### src/tlr_pkg.sv
// ----------------------------------------------------------------------------
// tlr_pkg: shared types and constants for the timed linear ramp
// Holds operation codes, controller states, the command and status bundles
// between controller and datapath, and the fixed arithmetic constants.
// ----------------------------------------------------------------------------
package tlr_pkg;

    // Fraction bits of the elapsed/duration ratio used for interpolation.
    localparam int T_FRAC = 16;
    // Default number of fraction bits of the value format.
    localparam int FRAC_BITS_DEF = 16;
    // Width of a difference or magnitude of two 32-bit signed values.
    localparam int MAG_W = 33;
    // Milliseconds per second, used for the speed-derived duration.
    localparam int TIME_SCALE = 1000;
    // Bits needed to hold TIME_SCALE.
    localparam int TIME_SCALE_W = 10;
    // A change below one ten-thousandth of a unit snaps to the goal.
    localparam int THRESH_DIV = 10000;
    // Iterations of the divider for the interpolation fraction.
    localparam int FRAC_ITER = T_FRAC + 1;
    // Largest ramp duration in milliseconds.
    localparam logic [30:0] MAX_RAMP_MS = 31'h7FFF_FFFF;

    typedef enum logic [1:0] {
        OP_SET_DUR   = 2'd0,
        OP_SET_SPEED = 2'd1,
        OP_SAMPLE    = 2'd2
    } t_op;

    typedef enum logic [3:0] {
        S_IDLE,
        S_DISPATCH,
        S_CHK,
        S_FDIV,
        S_MUL,
        S_ADD,
        S_POST,
        S_SPD_ABS,
        S_SPD_MUL,
        S_SPD_DIVS,
        S_SDIV,
        S_SMS,
        S_SMS2,
        S_SET,
        S_DONE
    } t_state;

    typedef struct packed {
        logic load_in;      // capture the input transaction
        logic smp_idle;     // sample of an idle ramp: start value
        logic smp_stop;     // zero-length ramp: stop, keep start value
        logic smp_end;      // time past the end: finish the ramp
        logic div_frac;     // start the elapsed/duration division
        logic div_spd;      // start the distance/speed division
        logic mul;          // delta times fraction
        logic add;          // round and add to the start value
        logic sv_from_smp;  // start value takes the sampled value
        logic snap;         // jump to the goal, stop ramping
        logic spd_abs;      // distance magnitude
        logic spd_mul;      // distance times milliseconds per second
        logic ms_from_div;  // saturated duration from the quotient
        logic start_ramp;   // begin a new ramp
        logic out_load;     // fill the result register
        logic out_sel_smp;  // result carries the sampled value
    } t_dp_cmd;

    typedef struct packed {
        logic active;
        logic dur_zero;
        logic el_gt_dur;
        logic ms_zero;
        logic sv_eq_goal;
        logic smp_eq_goal;
        logic speed_zero;
        logic below_thresh;
        logic div_done;
        logic out_free;
    } t_dp_stat;

endpackage

### src/tlr_div.sv
// ----------------------------------------------------------------------------
// tlr_div: iterative restoring divider
// One quotient bit per cycle. The dividend is MSB-aligned and shifted in
// after a preloaded partial remainder; the iteration count is given at start.
// ----------------------------------------------------------------------------
module tlr_div
    import tlr_pkg::*;
#(
    parameter int DIV_W = 27
) (
    input  logic                         i_clk,
    input  logic                         i_rst_n,
    input  logic                         i_start,
    input  logic [31:0]                  i_rem_init,
    input  logic [DIV_W-1:0]             i_dividend,
    input  logic [31:0]                  i_divisor,
    input  logic [$clog2(DIV_W+1)-1:0]   i_count,
    output logic [DIV_W-1:0]             o_quotient,
    output logic                         o_done
);

    localparam int CNT_W = $clog2(DIV_W + 1);

    logic             r_busy, n_busy;
    logic             r_done, n_done;
    logic [CNT_W-1:0] r_cnt, n_cnt;
    logic [31:0]      r_rem, n_rem;
    logic [31:0]      r_dsr, n_dsr;
    logic [DIV_W-1:0] r_dvd, n_dvd;
    logic [DIV_W-1:0] r_quo, n_quo;
    logic [32:0]      w_trial;
    logic [32:0]      w_diff;
    logic             w_ge;

    assign w_trial = {r_rem, r_dvd[DIV_W-1]};
    assign w_diff  = w_trial - {1'b0, r_dsr};
    assign w_ge    = (w_trial >= {1'b0, r_dsr});

    always_comb begin
        n_busy = r_busy;
        n_done = 1'b0;
        n_cnt  = r_cnt;
        n_rem  = r_rem;
        n_dsr  = r_dsr;
        n_dvd  = r_dvd;
        n_quo  = r_quo;
        if (i_start) begin
            n_busy = 1'b1;
            n_cnt  = i_count;
            n_rem  = i_rem_init;
            n_dsr  = i_divisor;
            n_dvd  = i_dividend;
            n_quo  = '0;
        end else if (r_busy) begin
            // The partial remainder stays below the divisor, so 32 bits hold it.
            n_rem = w_ge ? w_diff[31:0] : w_trial[31:0];
            n_dvd = {r_dvd[DIV_W-2:0], 1'b0};
            n_quo = {r_quo[DIV_W-2:0], w_ge};
            n_cnt = r_cnt - CNT_W'(1);
            if (r_cnt == CNT_W'(1)) begin
                n_busy = 1'b0;
                n_done = 1'b1;
            end
        end
    end

    always_ff @(posedge i_clk) begin
        if (!i_rst_n) begin
            r_busy <= 1'b0;
            r_done <= 1'b0;
        end else begin
            r_busy <= n_busy;
            r_done <= n_done;
        end
        r_cnt <= n_cnt;
        r_rem <= n_rem;
        r_dsr <= n_dsr;
        r_dvd <= n_dvd;
        r_quo <= n_quo;
    end

    assign o_quotient = r_quo;
    assign o_done     = r_done;

endmodule

### src/tlr_datapath.sv
// ----------------------------------------------------------------------------
// tlr_datapath: ramp state, arithmetic and result register
// Holds start/end value and time, the captured transaction, the shared
// divider, the interpolation multiplier and the output register.
// ----------------------------------------------------------------------------
module tlr_datapath
    import tlr_pkg::*;
#(
    parameter int FRAC_BITS = FRAC_BITS_DEF
) (
    input  logic               i_clk,
    input  logic               i_rst_n,
    input  t_dp_cmd            i_cmd,
    output t_dp_stat           o_stat,
    input  logic signed [31:0] i_goal_value,
    input  logic [30:0]        i_ramp_ms,
    input  logic [15:0]        i_units_per_second,
    input  logic [31:0]        i_now_ms,
    input  logic               i_out_ready,
    output logic               o_out_valid,
    output logic signed [31:0] o_current_value,
    output logic signed [31:0] o_goal_out,
    output logic               o_ramping
);

    localparam int NUM_W  = MAG_W + TIME_SCALE_W;
    localparam int DIV_W  = NUM_W - FRAC_BITS;
    localparam int CNT_W  = $clog2(DIV_W + 1);
    localparam int PROD_W = MAG_W + T_FRAC + 2;
    localparam int THRESH = ((1 << FRAC_BITS) + THRESH_DIV - 1) / THRESH_DIV;
    localparam logic signed [PROD_W-1:0] HALF = PROD_W'(1) << (T_FRAC - 1);

    // Ramp state
    logic [31:0] r_sv, r_ev, r_st, r_et;
    logic        r_active;
    // Captured transaction and working registers
    logic [31:0]              r_goal, r_now;
    logic [30:0]              r_ms;
    logic [15:0]              r_speed;
    logic [31:0]              r_smp;
    logic signed [PROD_W-1:0] r_prod;
    logic [MAG_W-1:0]         r_mag;
    logic [DIV_W-1:0]         r_num;
    // Result register
    logic        r_out_valid;
    logic [31:0] r_out_cur, r_out_goal;
    logic        r_out_ramp;

    logic [31:0]              w_dur, w_el;
    logic signed [MAG_W-1:0]  w_delta, w_dist, w_dset;
    logic [MAG_W-1:0]         w_mag_set;
    logic signed [PROD_W-1:0] w_p, w_q;
    logic [NUM_W-1:0]         w_spd_prod;
    logic [DIV_W-1:0]         w_quo;
    logic [63:0]              w_quo64;
    logic [30:0]              w_ms_sat;
    logic                     w_div_done;
    logic                     w_div_start;
    logic [31:0]              w_rem_init, w_divisor;
    logic [DIV_W-1:0]         w_dividend;
    logic [CNT_W-1:0]         w_count;

    assign w_dur = r_et - r_st;
    assign w_el  = r_now - r_st;

    assign w_delta = $signed({r_ev[31], r_ev}) - $signed({r_sv[31], r_sv});
    assign w_dist  = $signed({r_smp[31], r_smp}) - $signed({r_goal[31], r_goal});
    assign w_dset  = $signed({r_goal[31], r_goal}) - $signed({r_sv[31], r_sv});
    assign w_mag_set = w_dset[MAG_W-1] ? MAG_W'(-w_dset) : MAG_W'(w_dset);

    assign w_p = r_prod + HALF;
    assign w_q = w_p >>> T_FRAC;

    assign w_spd_prod = {{TIME_SCALE_W{1'b0}}, r_mag} * NUM_W'(TIME_SCALE);

    assign w_quo64  = 64'(w_quo);
    assign w_ms_sat = (w_quo64 > {33'b0, MAX_RAMP_MS}) ? MAX_RAMP_MS : w_quo64[30:0];

    // The fraction division starts from half the elapsed time as remainder,
    // which is below the duration, so only the last 17 bits need iterating.
    always_comb begin
        w_div_start = i_cmd.div_frac | i_cmd.div_spd;
        if (i_cmd.div_spd) begin
            w_rem_init = '0;
            w_divisor  = {16'b0, r_speed};
            w_dividend = r_num;
            w_count    = CNT_W'(DIV_W);
        end else begin
            w_rem_init = {1'b0, w_el[31:1]};
            w_divisor  = w_dur;
            w_dividend = {w_el[0], {(DIV_W-1){1'b0}}};
            w_count    = CNT_W'(FRAC_ITER);
        end
    end

    tlr_div #(
        .DIV_W (DIV_W)
    ) u_div (
        .i_clk      (i_clk),
        .i_rst_n    (i_rst_n),
        .i_start    (w_div_start),
        .i_rem_init (w_rem_init),
        .i_dividend (w_dividend),
        .i_divisor  (w_divisor),
        .i_count    (w_count),
        .o_quotient (w_quo),
        .o_done     (w_div_done)
    );

    always_ff @(posedge i_clk) begin
        if (!i_rst_n) begin
            r_sv        <= '0;
            r_ev        <= '0;
            r_st        <= '0;
            r_et        <= '0;
            r_active    <= 1'b0;
            r_out_valid <= 1'b0;
        end else begin
            if (i_cmd.smp_stop) begin
                r_active <= 1'b0;
            end
            if (i_cmd.smp_end) begin
                r_sv     <= r_ev;
                r_st     <= r_et;
                r_active <= 1'b0;
            end
            if (i_cmd.sv_from_smp) begin
                r_sv <= r_smp;
            end
            if (i_cmd.snap) begin
                r_sv     <= r_goal;
                r_ev     <= r_goal;
                r_active <= 1'b0;
            end
            if (i_cmd.start_ramp) begin
                r_st     <= r_now;
                r_et     <= r_now + {1'b0, r_ms};
                r_ev     <= r_goal;
                r_active <= 1'b1;
            end
            if (i_cmd.out_load) begin
                r_out_valid <= 1'b1;
            end else if (i_out_ready) begin
                r_out_valid <= 1'b0;
            end
        end

        if (i_cmd.load_in) begin
            r_goal  <= i_goal_value;
            r_ms    <= i_ramp_ms;
            r_speed <= i_units_per_second;
            r_now   <= i_now_ms;
        end else if (i_cmd.ms_from_div) begin
            r_ms <= w_ms_sat;
        end

        if (i_cmd.smp_idle || i_cmd.smp_stop) begin
            r_smp <= r_sv;
        end else if (i_cmd.smp_end) begin
            r_smp <= r_ev;
        end else if (i_cmd.add) begin
            r_smp <= r_sv + w_q[31:0];
        end

        if (i_cmd.mul) begin
            r_prod <= PROD_W'(w_delta) * PROD_W'($signed({1'b0, w_quo[T_FRAC:0]}));
        end
        if (i_cmd.spd_abs) begin
            r_mag <= w_dist[MAG_W-1] ? MAG_W'(-w_dist) : MAG_W'(w_dist);
        end
        if (i_cmd.spd_mul) begin
            r_num <= w_spd_prod[NUM_W-1:FRAC_BITS];
        end

        if (i_cmd.out_load) begin
            r_out_cur  <= i_cmd.out_sel_smp ? r_smp : r_sv;
            r_out_goal <= r_ev;
            r_out_ramp <= r_active;
        end
    end

    always_comb begin
        o_stat.active       = r_active;
        o_stat.dur_zero     = (w_dur == '0);
        o_stat.el_gt_dur    = (w_el > w_dur);
        o_stat.ms_zero      = (r_ms == '0);
        o_stat.sv_eq_goal   = (r_sv == r_goal);
        o_stat.smp_eq_goal  = (r_smp == r_goal);
        o_stat.speed_zero   = (r_speed == '0);
        o_stat.below_thresh = (w_mag_set < MAG_W'(THRESH));
        o_stat.div_done     = w_div_done;
        o_stat.out_free     = !r_out_valid || i_out_ready;
    end

    assign o_out_valid     = r_out_valid;
    assign o_current_value = r_out_cur;
    assign o_goal_out      = r_out_goal;
    assign o_ramping       = r_out_ramp;

    a_start_ramp: assert property (@(posedge i_clk) disable iff (!i_rst_n)
        i_cmd.start_ramp |=> r_active && (r_ev == $past(r_goal)))
        else $error("ramp start did not take the goal");

    a_smp_end: assert property (@(posedge i_clk) disable iff (!i_rst_n)
        i_cmd.smp_end |=> !r_active && (r_sv == r_ev) && (r_st == r_et))
        else $error("finished ramp left inconsistent state");

    a_snap: assert property (@(posedge i_clk) disable iff (!i_rst_n)
        i_cmd.snap |=> !r_active && (r_sv == r_ev))
        else $error("snap left start and end apart");

endmodule

### src/tlr_ctrl.sv
// ----------------------------------------------------------------------------
// tlr_ctrl: sequencing state machine
// Accepts one transaction at a time, walks it through sampling, the speed
// duration and the ramp update, then loads the result register.
// ----------------------------------------------------------------------------
module tlr_ctrl
    import tlr_pkg::*;
(
    input  logic       i_clk,
    input  logic       i_rst_n,
    input  logic       i_in_valid,
    input  logic [1:0] i_operation,
    output logic       o_in_ready,
    input  t_dp_stat   i_stat,
    output t_dp_cmd    o_cmd
);

    t_state     r_state, n_state;
    logic [1:0] r_op, n_op;

    always_ff @(posedge i_clk) begin
        if (!i_rst_n) begin
            r_state <= S_IDLE;
        end else begin
            r_state <= n_state;
        end
        r_op <= n_op;
    end

    always_comb begin
        n_state    = r_state;
        n_op       = r_op;
        o_cmd      = '0;
        o_in_ready = 1'b0;
        unique case (r_state)
            S_IDLE: begin
                o_in_ready = 1'b1;
                if (i_in_valid) begin
                    o_cmd.load_in = 1'b1;
                    n_op          = i_operation;
                    n_state       = S_DISPATCH;
                end
            end
            S_DISPATCH: begin
                if (r_op == OP_SET_DUR) begin
                    priority if (i_stat.ms_zero) begin
                        o_cmd.snap = 1'b1;
                        n_state    = S_DONE;
                    end else if (i_stat.active) begin
                        n_state = S_CHK;
                    end else if (i_stat.sv_eq_goal) begin
                        n_state = S_DONE;
                    end else begin
                        n_state = S_SET;
                    end
                end else begin
                    n_state = S_CHK;
                end
            end
            S_CHK: begin
                priority if (!i_stat.active) begin
                    o_cmd.smp_idle = 1'b1;
                    n_state        = S_POST;
                end else if (i_stat.dur_zero) begin
                    o_cmd.smp_stop = 1'b1;
                    n_state        = S_POST;
                end else if (i_stat.el_gt_dur) begin
                    o_cmd.smp_end = 1'b1;
                    n_state       = S_POST;
                end else begin
                    o_cmd.div_frac = 1'b1;
                    n_state        = S_FDIV;
                end
            end
            S_FDIV: begin
                if (i_stat.div_done) begin
                    n_state = S_MUL;
                end
            end
            S_MUL: begin
                o_cmd.mul = 1'b1;
                n_state   = S_ADD;
            end
            S_ADD: begin
                o_cmd.add = 1'b1;
                n_state   = S_POST;
            end
            S_POST: begin
                unique case (r_op)
                    OP_SET_DUR: begin
                        o_cmd.sv_from_smp = 1'b1;
                        n_state           = S_SET;
                    end
                    OP_SET_SPEED: begin
                        if (i_stat.smp_eq_goal || i_stat.speed_zero) begin
                            o_cmd.snap = 1'b1;
                            n_state    = S_DONE;
                        end else begin
                            n_state = S_SPD_ABS;
                        end
                    end
                    default: begin
                        n_state = S_DONE;
                    end
                endcase
            end
            S_SPD_ABS: begin
                o_cmd.spd_abs = 1'b1;
                n_state       = S_SPD_MUL;
            end
            S_SPD_MUL: begin
                o_cmd.spd_mul = 1'b1;
                n_state       = S_SPD_DIVS;
            end
            S_SPD_DIVS: begin
                o_cmd.div_spd = 1'b1;
                n_state       = S_SDIV;
            end
            S_SDIV: begin
                if (i_stat.div_done) begin
                    n_state = S_SMS;
                end
            end
            S_SMS: begin
                o_cmd.ms_from_div = 1'b1;
                n_state           = S_SMS2;
            end
            S_SMS2: begin
                // With a nonzero duration the start value takes the
                // sampled value, so the ramp restarts from there.
                if (i_stat.ms_zero) begin
                    o_cmd.snap = 1'b1;
                    n_state    = S_DONE;
                end else begin
                    o_cmd.sv_from_smp = 1'b1;
                    n_state           = S_SET;
                end
            end
            S_SET: begin
                if (i_stat.below_thresh) begin
                    o_cmd.snap = 1'b1;
                end else begin
                    o_cmd.start_ramp = 1'b1;
                end
                n_state = S_DONE;
            end
            S_DONE: begin
                o_cmd.out_sel_smp = (r_op != OP_SET_DUR) && (r_op != OP_SET_SPEED);
                if (i_stat.out_free) begin
                    o_cmd.out_load = 1'b1;
                    n_state        = S_IDLE;
                end
            end
            default: begin
                n_state = S_IDLE;
            end
        endcase
    end

    a_out_free: assert property (@(posedge i_clk) disable iff (!i_rst_n)
        o_cmd.out_load |-> i_stat.out_free)
        else $error("result register overwritten while held");

    a_one_div: assert property (@(posedge i_clk) disable iff (!i_rst_n)
        (o_cmd.div_frac || o_cmd.div_spd) |=> (r_state == S_FDIV) || (r_state == S_SDIV))
        else $error("divider started outside a wait state");

endmodule

### src/timed_linear_ramp_top.sv
// Throughput: one transaction at a time; the next is accepted in the cycle
// after the result register is loaded, even while that result is still held.
// Reset (synchronous, active low): value, goal and times zero, not ramping.
// ----------------------------------------------------------------------------
// timed_linear_ramp_top: linear interpolation ramp generator
// A Q16.16 value ramps linearly toward a goal over a time set directly or
// derived from a speed; samples return the interpolated value.
// ----------------------------------------------------------------------------
module timed_linear_ramp_top
    import tlr_pkg::*;
#(
    parameter int FRAC_BITS = FRAC_BITS_DEF
) (
    input  logic               i_clk,
    input  logic               i_rst_n,
    input  logic               i_in_valid,
    output logic               o_in_ready,
    input  logic [1:0]         i_operation,
    input  logic signed [31:0] i_goal_value,
    input  logic [30:0]        i_ramp_ms,
    input  logic [15:0]        i_units_per_second,
    input  logic [31:0]        i_now_ms,
    output logic               o_out_valid,
    input  logic               i_out_ready,
    output logic signed [31:0] o_current_value,
    output logic signed [31:0] o_goal_out,
    output logic               o_ramping
);

    t_dp_cmd  w_cmd;
    t_dp_stat w_stat;

    tlr_ctrl u_ctrl (
        .i_clk       (i_clk),
        .i_rst_n     (i_rst_n),
        .i_in_valid  (i_in_valid),
        .i_operation (i_operation),
        .o_in_ready  (o_in_ready),
        .i_stat      (w_stat),
        .o_cmd       (w_cmd)
    );

    tlr_datapath #(
        .FRAC_BITS (FRAC_BITS)
    ) u_datapath (
        .i_clk              (i_clk),
        .i_rst_n            (i_rst_n),
        .i_cmd              (w_cmd),
        .o_stat             (w_stat),
        .i_goal_value       (i_goal_value),
        .i_ramp_ms          (i_ramp_ms),
        .i_units_per_second (i_units_per_second),
        .i_now_ms           (i_now_ms),
        .i_out_ready        (i_out_ready),
        .o_out_valid        (o_out_valid),
        .o_current_value    (o_current_value),
        .o_goal_out         (o_goal_out),
        .o_ramping          (o_ramping)
    );

endmodule
### config.mk
export PLATFORM = sky130hd
export DESIGN_NAME = timed_linear_ramp_top
export DESIGN_NICKNAME = d
export VERILOG_FILES = /design/src/tlr_pkg.sv /design/src/tlr_div.sv /design/src/tlr_datapath.sv /design/src/tlr_ctrl.sv /design/src/timed_linear_ramp_top.sv
export SDC_FILE = /design/constraint.sdc
export NUM_CORES = 2
export LEC_CHECK = 0
export BUFFER_PORTS_ARGS = -buffer_cell sky130_fd_sc_hd__buf_2
export CORE_MARGIN = 5
export CORE_UTILIZATION = 65
export CTS_CLUSTER_DIAMETER = 30
export DETAILED_ROUTE_END_ITERATION = 7
export GPL_ROUTABILITY_DRIVEN = 0
export GPL_TIMING_DRIVEN = 0
export PLACE_DENSITY = 0.87
export SLEW_MARGIN = 15
export SYNTH_ARGS = -nofsm -noshare
export SYNTH_HDL_FRONTEND = slang
export SYNTH_SLANG_ARGS = --single-unit
### constraint.sdc
create_clock -name i_clk -period 28 [get_ports i_clk]
set_clock_uncertainty 0.1 [all_clocks]
set_input_delay 1.4 -clock i_clk [delete_from_list [all_inputs] [get_ports i_clk]]
set_output_delay 1.4 -clock i_clk [all_outputs]
set_load 0.005 [all_outputs]
# ---- After elaboration in Yosys (flattened, before gate mapping)
# Cells that the tools add are included.
dict set report totals {
  input_bits 117
  ram_bits 0
  mem_count 0
  out_inout_bits 67
  latchBits 0
  ff_bits 577
  elab_cells 175
  romBits 0
}
dict set report classes {
  n_bitwise 3
  reduce_logical 22
  order_cmp 4
  muxes 81
  n_shift 0
  n_eq_ne 23
  multipliers 2
  div 0
  addsub 12
}
# cell n
set op_table {}
lappend op_table {{two-way mux 32 bit} 15}
lappend op_table {{two-way mux 31 bit} 4}
lappend op_table {{subtractor 32 x 32 -> 33 bit} 3}
lappend op_table {{subtractor 32 bit} 3}
lappend op_table {{two-way mux 27 bit} 3}
lappend op_table {{negation 33 bit} 2}
lappend op_table {{== test 32 bit} 2}
lappend op_table {{case mux 4 bit (15 select lines)} 1}
lappend op_table {{adder 48 x 17 -> 48 bit, second input constant} 1}
lappend op_table {{multiplier 33 x 18 -> 48 bit} 1}
lappend op_table {{two-way mux 4 bit} 11}
lappend op_table {{multiplier 33 x 7 -> 40 bit, second input constant} 1}
lappend op_table {{>= comparator 33 x 32 -> 1 bit} 1}
lappend op_table {{< comparator 33 x 3 -> 1 bit, second input constant} 1}
lappend op_table {{two-way mux 1 bit} 33}
lappend op_table {{two-way mux 33 bit} 1}
lappend op_table {{adder 32 x 31 -> 32 bit} 1}
lappend op_table {{adder 32 bit} 1}
lappend op_table {{> comparator 32 bit} 1}
lappend op_table {{logical NOT 32 bit} 1}
lappend op_table {{> comparator 27 x 31 -> 1 bit, second input constant} 1}
lappend op_table {{logical NOT 31 bit} 1}
lappend op_table {{== test 4 bit, second input constant} 7}
lappend op_table {{== test 4 x 3 -> 1 bit, second input constant} 4}
lappend op_table {{28 further kinds} 47}

# ---- Logic depth before layout (Yosys ltp)
dict set report depth {
  depth_word 10
  mapped_depth 43
  mapped_depth_nobuf 42
}

# ---- Hierarchy
# A second synthesis with hierarchy kept.
dict set report unflattened {
  cells_unflattened 6715
  area_unflattened_um2 61948.2
}
# mod instances cells_each seq_area_each_um2 area_each_um2
set by_module_without_submodules {}
lappend by_module_without_submodules {tlr_datapath 1 5979 11641.2 54337.1}
lappend by_module_without_submodules {tlr_div 1 635 3463.3 6910.4}
lappend by_module_without_submodules {tlr_ctrl 1 101 140.1 700.7}

# ---- Least setup slack after synthesis
# No wires, ideal clock.
dict set report synth_timing {
  kind {register -> register}
  startpoint {reg u_datapath.r_sv[1]}
  endpoint {reg u_datapath.r_prod[46], data pin}
  path_stages_with_launch 38
  arrival_ns 9.306
  t_required_ns 27.642
  slack_ns 18.336
  setup_time_ns 0.258
  period_less_slack_ns 9.664
  path_buffers 1
  cell_sequence {dfxtp_1 inv_1 ha_1 nor2b_1 o21ai_0 a21boi_0 o21ai_0 a21oi_1 a311oi_1 nor2b_1 nor2_1 xnor2_1 clkbuf_1 nand2_1 fa_1 fa_1 fa_1 inv_1 (+2 left out) fa_1 inv_1 fa_1 ha_1 a21o_1 a21o_1 a21o_1 a2111oi_0 o31ai_1 a211oi_1 o21ai_0 o41a_1 a41o_1 o211ai_1 a21oi_1 o21a_1 a21oi_1 xnor2_1}
}
dict set report synth_via {
  elab_chain_len 2
}
# item line
set synth_rtl {}
lappend synth_rtl {{start: declaration} tlr_datapath.sv:34} ;# logic [31:0] r_sv, r_ev, r_st, r_et;
lappend synth_rtl {{start signal: assignment} tlr_datapath.sv:123} ;# r_sv <= r_ev;
lappend synth_rtl {{start signal: assignment} tlr_datapath.sv:128} ;# r_sv <= r_smp;
lappend synth_rtl {{start signal: assignment} tlr_datapath.sv:131} ;# r_sv <= r_goal;
lappend synth_rtl {{subtractor 32 x 32 -> 33 bit} tlr_datapath.sv:66} ;# assign w_delta = $signed({r_ev[31], r_ev}) - $signed({r_sv[31], r_sv});
lappend synth_rtl {{multiplier 33 x 18 -> 48 bit} tlr_datapath.sv:166} ;# r_prod <= PROD_W'(w_delta) * PROD_W'($signed({1'b0, w_quo[T_FRAC:0]}));
lappend synth_rtl {{end signal: assignment} tlr_datapath.sv:166}
lappend synth_rtl {{end: declaration} tlr_datapath.sv:41} ;# logic signed [PROD_W-1:0] r_prod;
# No other way between the ends.
# A chain may end at the register's enable or synchronous reset.

# ---- Final worst setup path
dict set report layout_timing {
  startpoint {reg u_datapath.r_ev[0]}
  endpoint {reg u_datapath.r_prod[47], data pin}
}
dict set report layout_via {
  elab_chain_len 2
}
# item line
set layout_rtl {}
lappend layout_rtl {{start: declaration} tlr_datapath.sv:34}
lappend layout_rtl {{start signal: assignment} tlr_datapath.sv:132} ;# r_ev <= r_goal;
lappend layout_rtl {{start signal: assignment} tlr_datapath.sv:138} ;# r_ev <= r_goal;
lappend layout_rtl {{subtractor 32 x 32 -> 33 bit} tlr_datapath.sv:66}
lappend layout_rtl {{multiplier 33 x 18 -> 48 bit} tlr_datapath.sv:166}
# No other way between the ends.

==> impl_metrics.ini <==
[sta]
maxSlewViolCount = 0
min_period_ns = 12.56
tightest_slew_ns = 1.32
fin_tns_setup_ns = 0
finalCritPeriodShare_pct = 44.9
finalHoldViolCount = 0
relSlewSlack_pct = 11.0
fmax_mhz = 79.6
rsz0062_at_grt = false
setup_viol_count_final = 0

[logic_synthesis]
ys_warn_count = 0
synthArstFlopShare_pct = 0
synth.net_count = 7866
netlist_top_cells_area = fa_1 21%, edfxtp_1 20%, ha_1 9.9%
synth_cell_type_count = 103
synth_seq_area_share_pct = 24.9
synth_area_per_cell_sq_um = 9.26
synth_edf_count = 399
synth_top_area_share_pct = 21.0
synth_top_area_cell = fa_1
synth_common_cells = 977 x inv_1, 643 x fa_1, 643 x nand2_1, 484 x ha_1, 399 x edfxtp_1
synth_ff_type = edfxtp_1
synth_cells = 6622
yosysMostFrequentCell = inv_1
synth.cell_area_sq_um = 61300
ys_seq_elements = 562

[floorplanning]
rows = 112
initial_utilization_pct = 65.6
dieWidth_um = 317
io_pins = 184
design.core.area_sq_um = 93500
fp.dieArea_sq_um = 101000
die_h_um = 317

[route]
drt_wl_total_mm = 189
drt_iter0_markers = 6997
via_per_inst = 6.36
drc = 0
vias = 52595
firstDrtPassIters = 6
wl_per_cell_um = 22.8
ant_nets = 0

[setup_path]
crit_required_ns = 28.36
crit_type = reg2reg
crit_fanout = 10
crit_path_max_incr_delay_ns = 0.83
worst-r2r-cell-count = 39
end_kind = flip-flop
cp_common_cell = fa_1
cp-start-kind = flip-flop
cpMaxStageDelayCell = a2111oi_0
cp.arrival_ns = 12.92

[grt]
grt_pass1_wl_mm = 291
grt_overflow_total = 0
grt_max_degree = 51
track_usage_pct = 37.2
antenna_found_initial = 6
grt_pass1_vias = 53420

[worst_hold_path]
hp-class = reg2reg
hold_depth = 2

[clock_tree]
cts_sinks = 562
insertion_delay_ns = 0.71
cts.repair.resized = 0
cts_setup_buffers = 0
path_clk_slew_ns = 0.06
cts_made_buffers = 100
hold_buffers = 0
cts_root_buffer = clkbuf_16
cts_tree = done
clockBufferDepth = 3
htreeDepth = 3

[cells_and_area]
fillCellCount = 6336
instances_no_fill = 8271
syn_to_final_growth_pct = 10.3
multi_input_area_sq_um = 41300
drive_gt1_share_pct = 7.72
nNetsFinal = 8169
final-seq-area_sq_um = 15200

[run_status]
outcome = complete, no violations

[flow_run]
drv_cap = 0

[pwr]
ir_worst_vdd_v = 0.0000535
total_power_mw = 5.20
p_leak_nw = 30.4
power_density_nw_per_um2 = 76.9

[placed_design]
port_buffers = 182
dp_cells = 8077
dp_hpwl_mm = 148
[per-layer routing]
metal / track usage (%) / share of wire, %
met5: 0.387 / 0.091
met4: 24.7 / 8.4
met3: 11.0 / 13
met2: 57.8 / 44
met1: 45.3 / 35
[flip-flops by register name, indices dropped and copies added (netlist names), 4 cells and up]
register and cells:
u_datapath.r_ev 32, u_datapath.r_speed 16, u_datapath.r_num 27, u_datapath.r_prod 33, u_datapath.u_div.r_dvd 27, u_datapath.r_ms 31
u_datapath.r_goal 32, u_datapath.o_current_value 32, u_datapath.u_div.o_quotient 27, u_ctrl.r_state 4, u_datapath.r_et 32, u_datapath.u_div.r_cnt 5
u_datapath.u_div.r_dsr 32, u_datapath.r_now 32, u_datapath.o_goal_out 32, u_datapath.r_sv 32, u_datapath.u_div.r_rem 32, u_datapath.r_smp 32
u_datapath.r_st 32, u_datapath.r_mag 33
[placed cells by master, fill, tap and decap left out, types with 35 or more instances in the layout]
master / synthesis / layout
clkbuf_16: 0 / 100
a211o_1: 42 / 42
nand4_1: 62 / 62
nor2b_1: 94 / 94
mux2i_1: 108 / 108
xor2_1: 106 / 106
buf_2: 22 / 204
o21ai_0: 224 / 224
and3_1: 55 / 55
fa_1: 643 / 643
clkbuf_1: 230 / 230
nand2b_1: 44 / 43
nand2_1: 643 / 643
xnor2_1: 224 / 221
o311a_1: 37 / 37
a21oi_1: 335 / 335
a31oi_1: 56 / 55
dfxtp_1: 163 / 163
o211ai_1: 35 / 35
and2_1: 295 / 295
a211oi_1: 65 / 65
nor2_1: 364 / 362
mux2_2: 62 / 62
inv_1: 977 / 977
nand3_1: 144 / 144
a21o_1: 127 / 127
ha_1: 484 / 484
nor3_1: 114 / 108
o21a_1: 60 / 60
edfxtp_1: 399 / 399
[layout make-up]
type | instances | area share, %
Tap cell | 1254 | 2.32
Sequential cell | 562 | 22.5
Inverter | 979 | 5.44
Multi-Input combinational cell | 4804 | 61.2
Antenna cell | 7 | 0.0259
Buffer | 277 | 1.65
Clock inverter | 85 | 1.51
Timing Repair Buffer | 201 | 1.64
Clock buffer | 102 | 3.71
[power breakdown]
| group | leakage (nW) | internal [mW] | switching, mW | total, mW |
|---|---|---|---|---|
| registers | 5.01 | 1.12 | 0.146 | 1.27 |
| logic | 23.7 | 0.963 | 1.72 | 2.68 |
| clock network | 1.69 | 0.748 | 0.500 | 1.25 |
[worst paths after layout]
path / startpoint / end / slack (ns)
setup reg to reg: u_datapath.r_ev[0] / u_datapath.r_prod[47] / 15.44
hold reg to reg: u_datapath.r_ev[0] / u_datapath.r_ev[0] / 0.38
setup / recovery: u_datapath.r_ev[0] / u_datapath.r_prod[47] / 15.44
hold / removal: u_datapath.r_ev[0] / u_datapath.r_ev[0] / 0.38
[kinds of logic (layout without fill, tap and decap cells)]
family,Yosys count,count (layout),synth area share [%]
simple gates,1971,1971,15.8
compound gates,1204,1204,13.0
xor+xnor,332,332,4.77
flops,562,562,24.9
other cells,0,7,0
buf+inv,1256,1644,7.81
mux,170,170,2.90
fa+ha+maj,1127,1127,30.9
[worst max-delay path: cells and delay by family (launching register included)]
family	cells	cell delay [ns]
AOI/OAI and AO/OA	15	5.09
xor gates and xnor gates	4	1.47
adders and majority gates	9	3.56
buffers and inverters	7	0.97
DFF	1	0.36
and+or+nand+nor	4	0.71
[metrics by stage]
stage          util, %  setup slack (ns)  hold WS (ns)  instance area, sq um
2_1_floorplan        -             18.34         0.330                 61300
3_3_place_gp      68.2             16.01         0.365                 63800
3_5_place_dp      68.5             15.78         0.365                 64000
4_1_cts           72.3             15.71         0.379                 67600
5_1_grt           72.3             15.02         0.392                 67600
6_report          72.3             15.44         0.381                 67600
No activity file was read; power rests on OpenSTA's default activity.
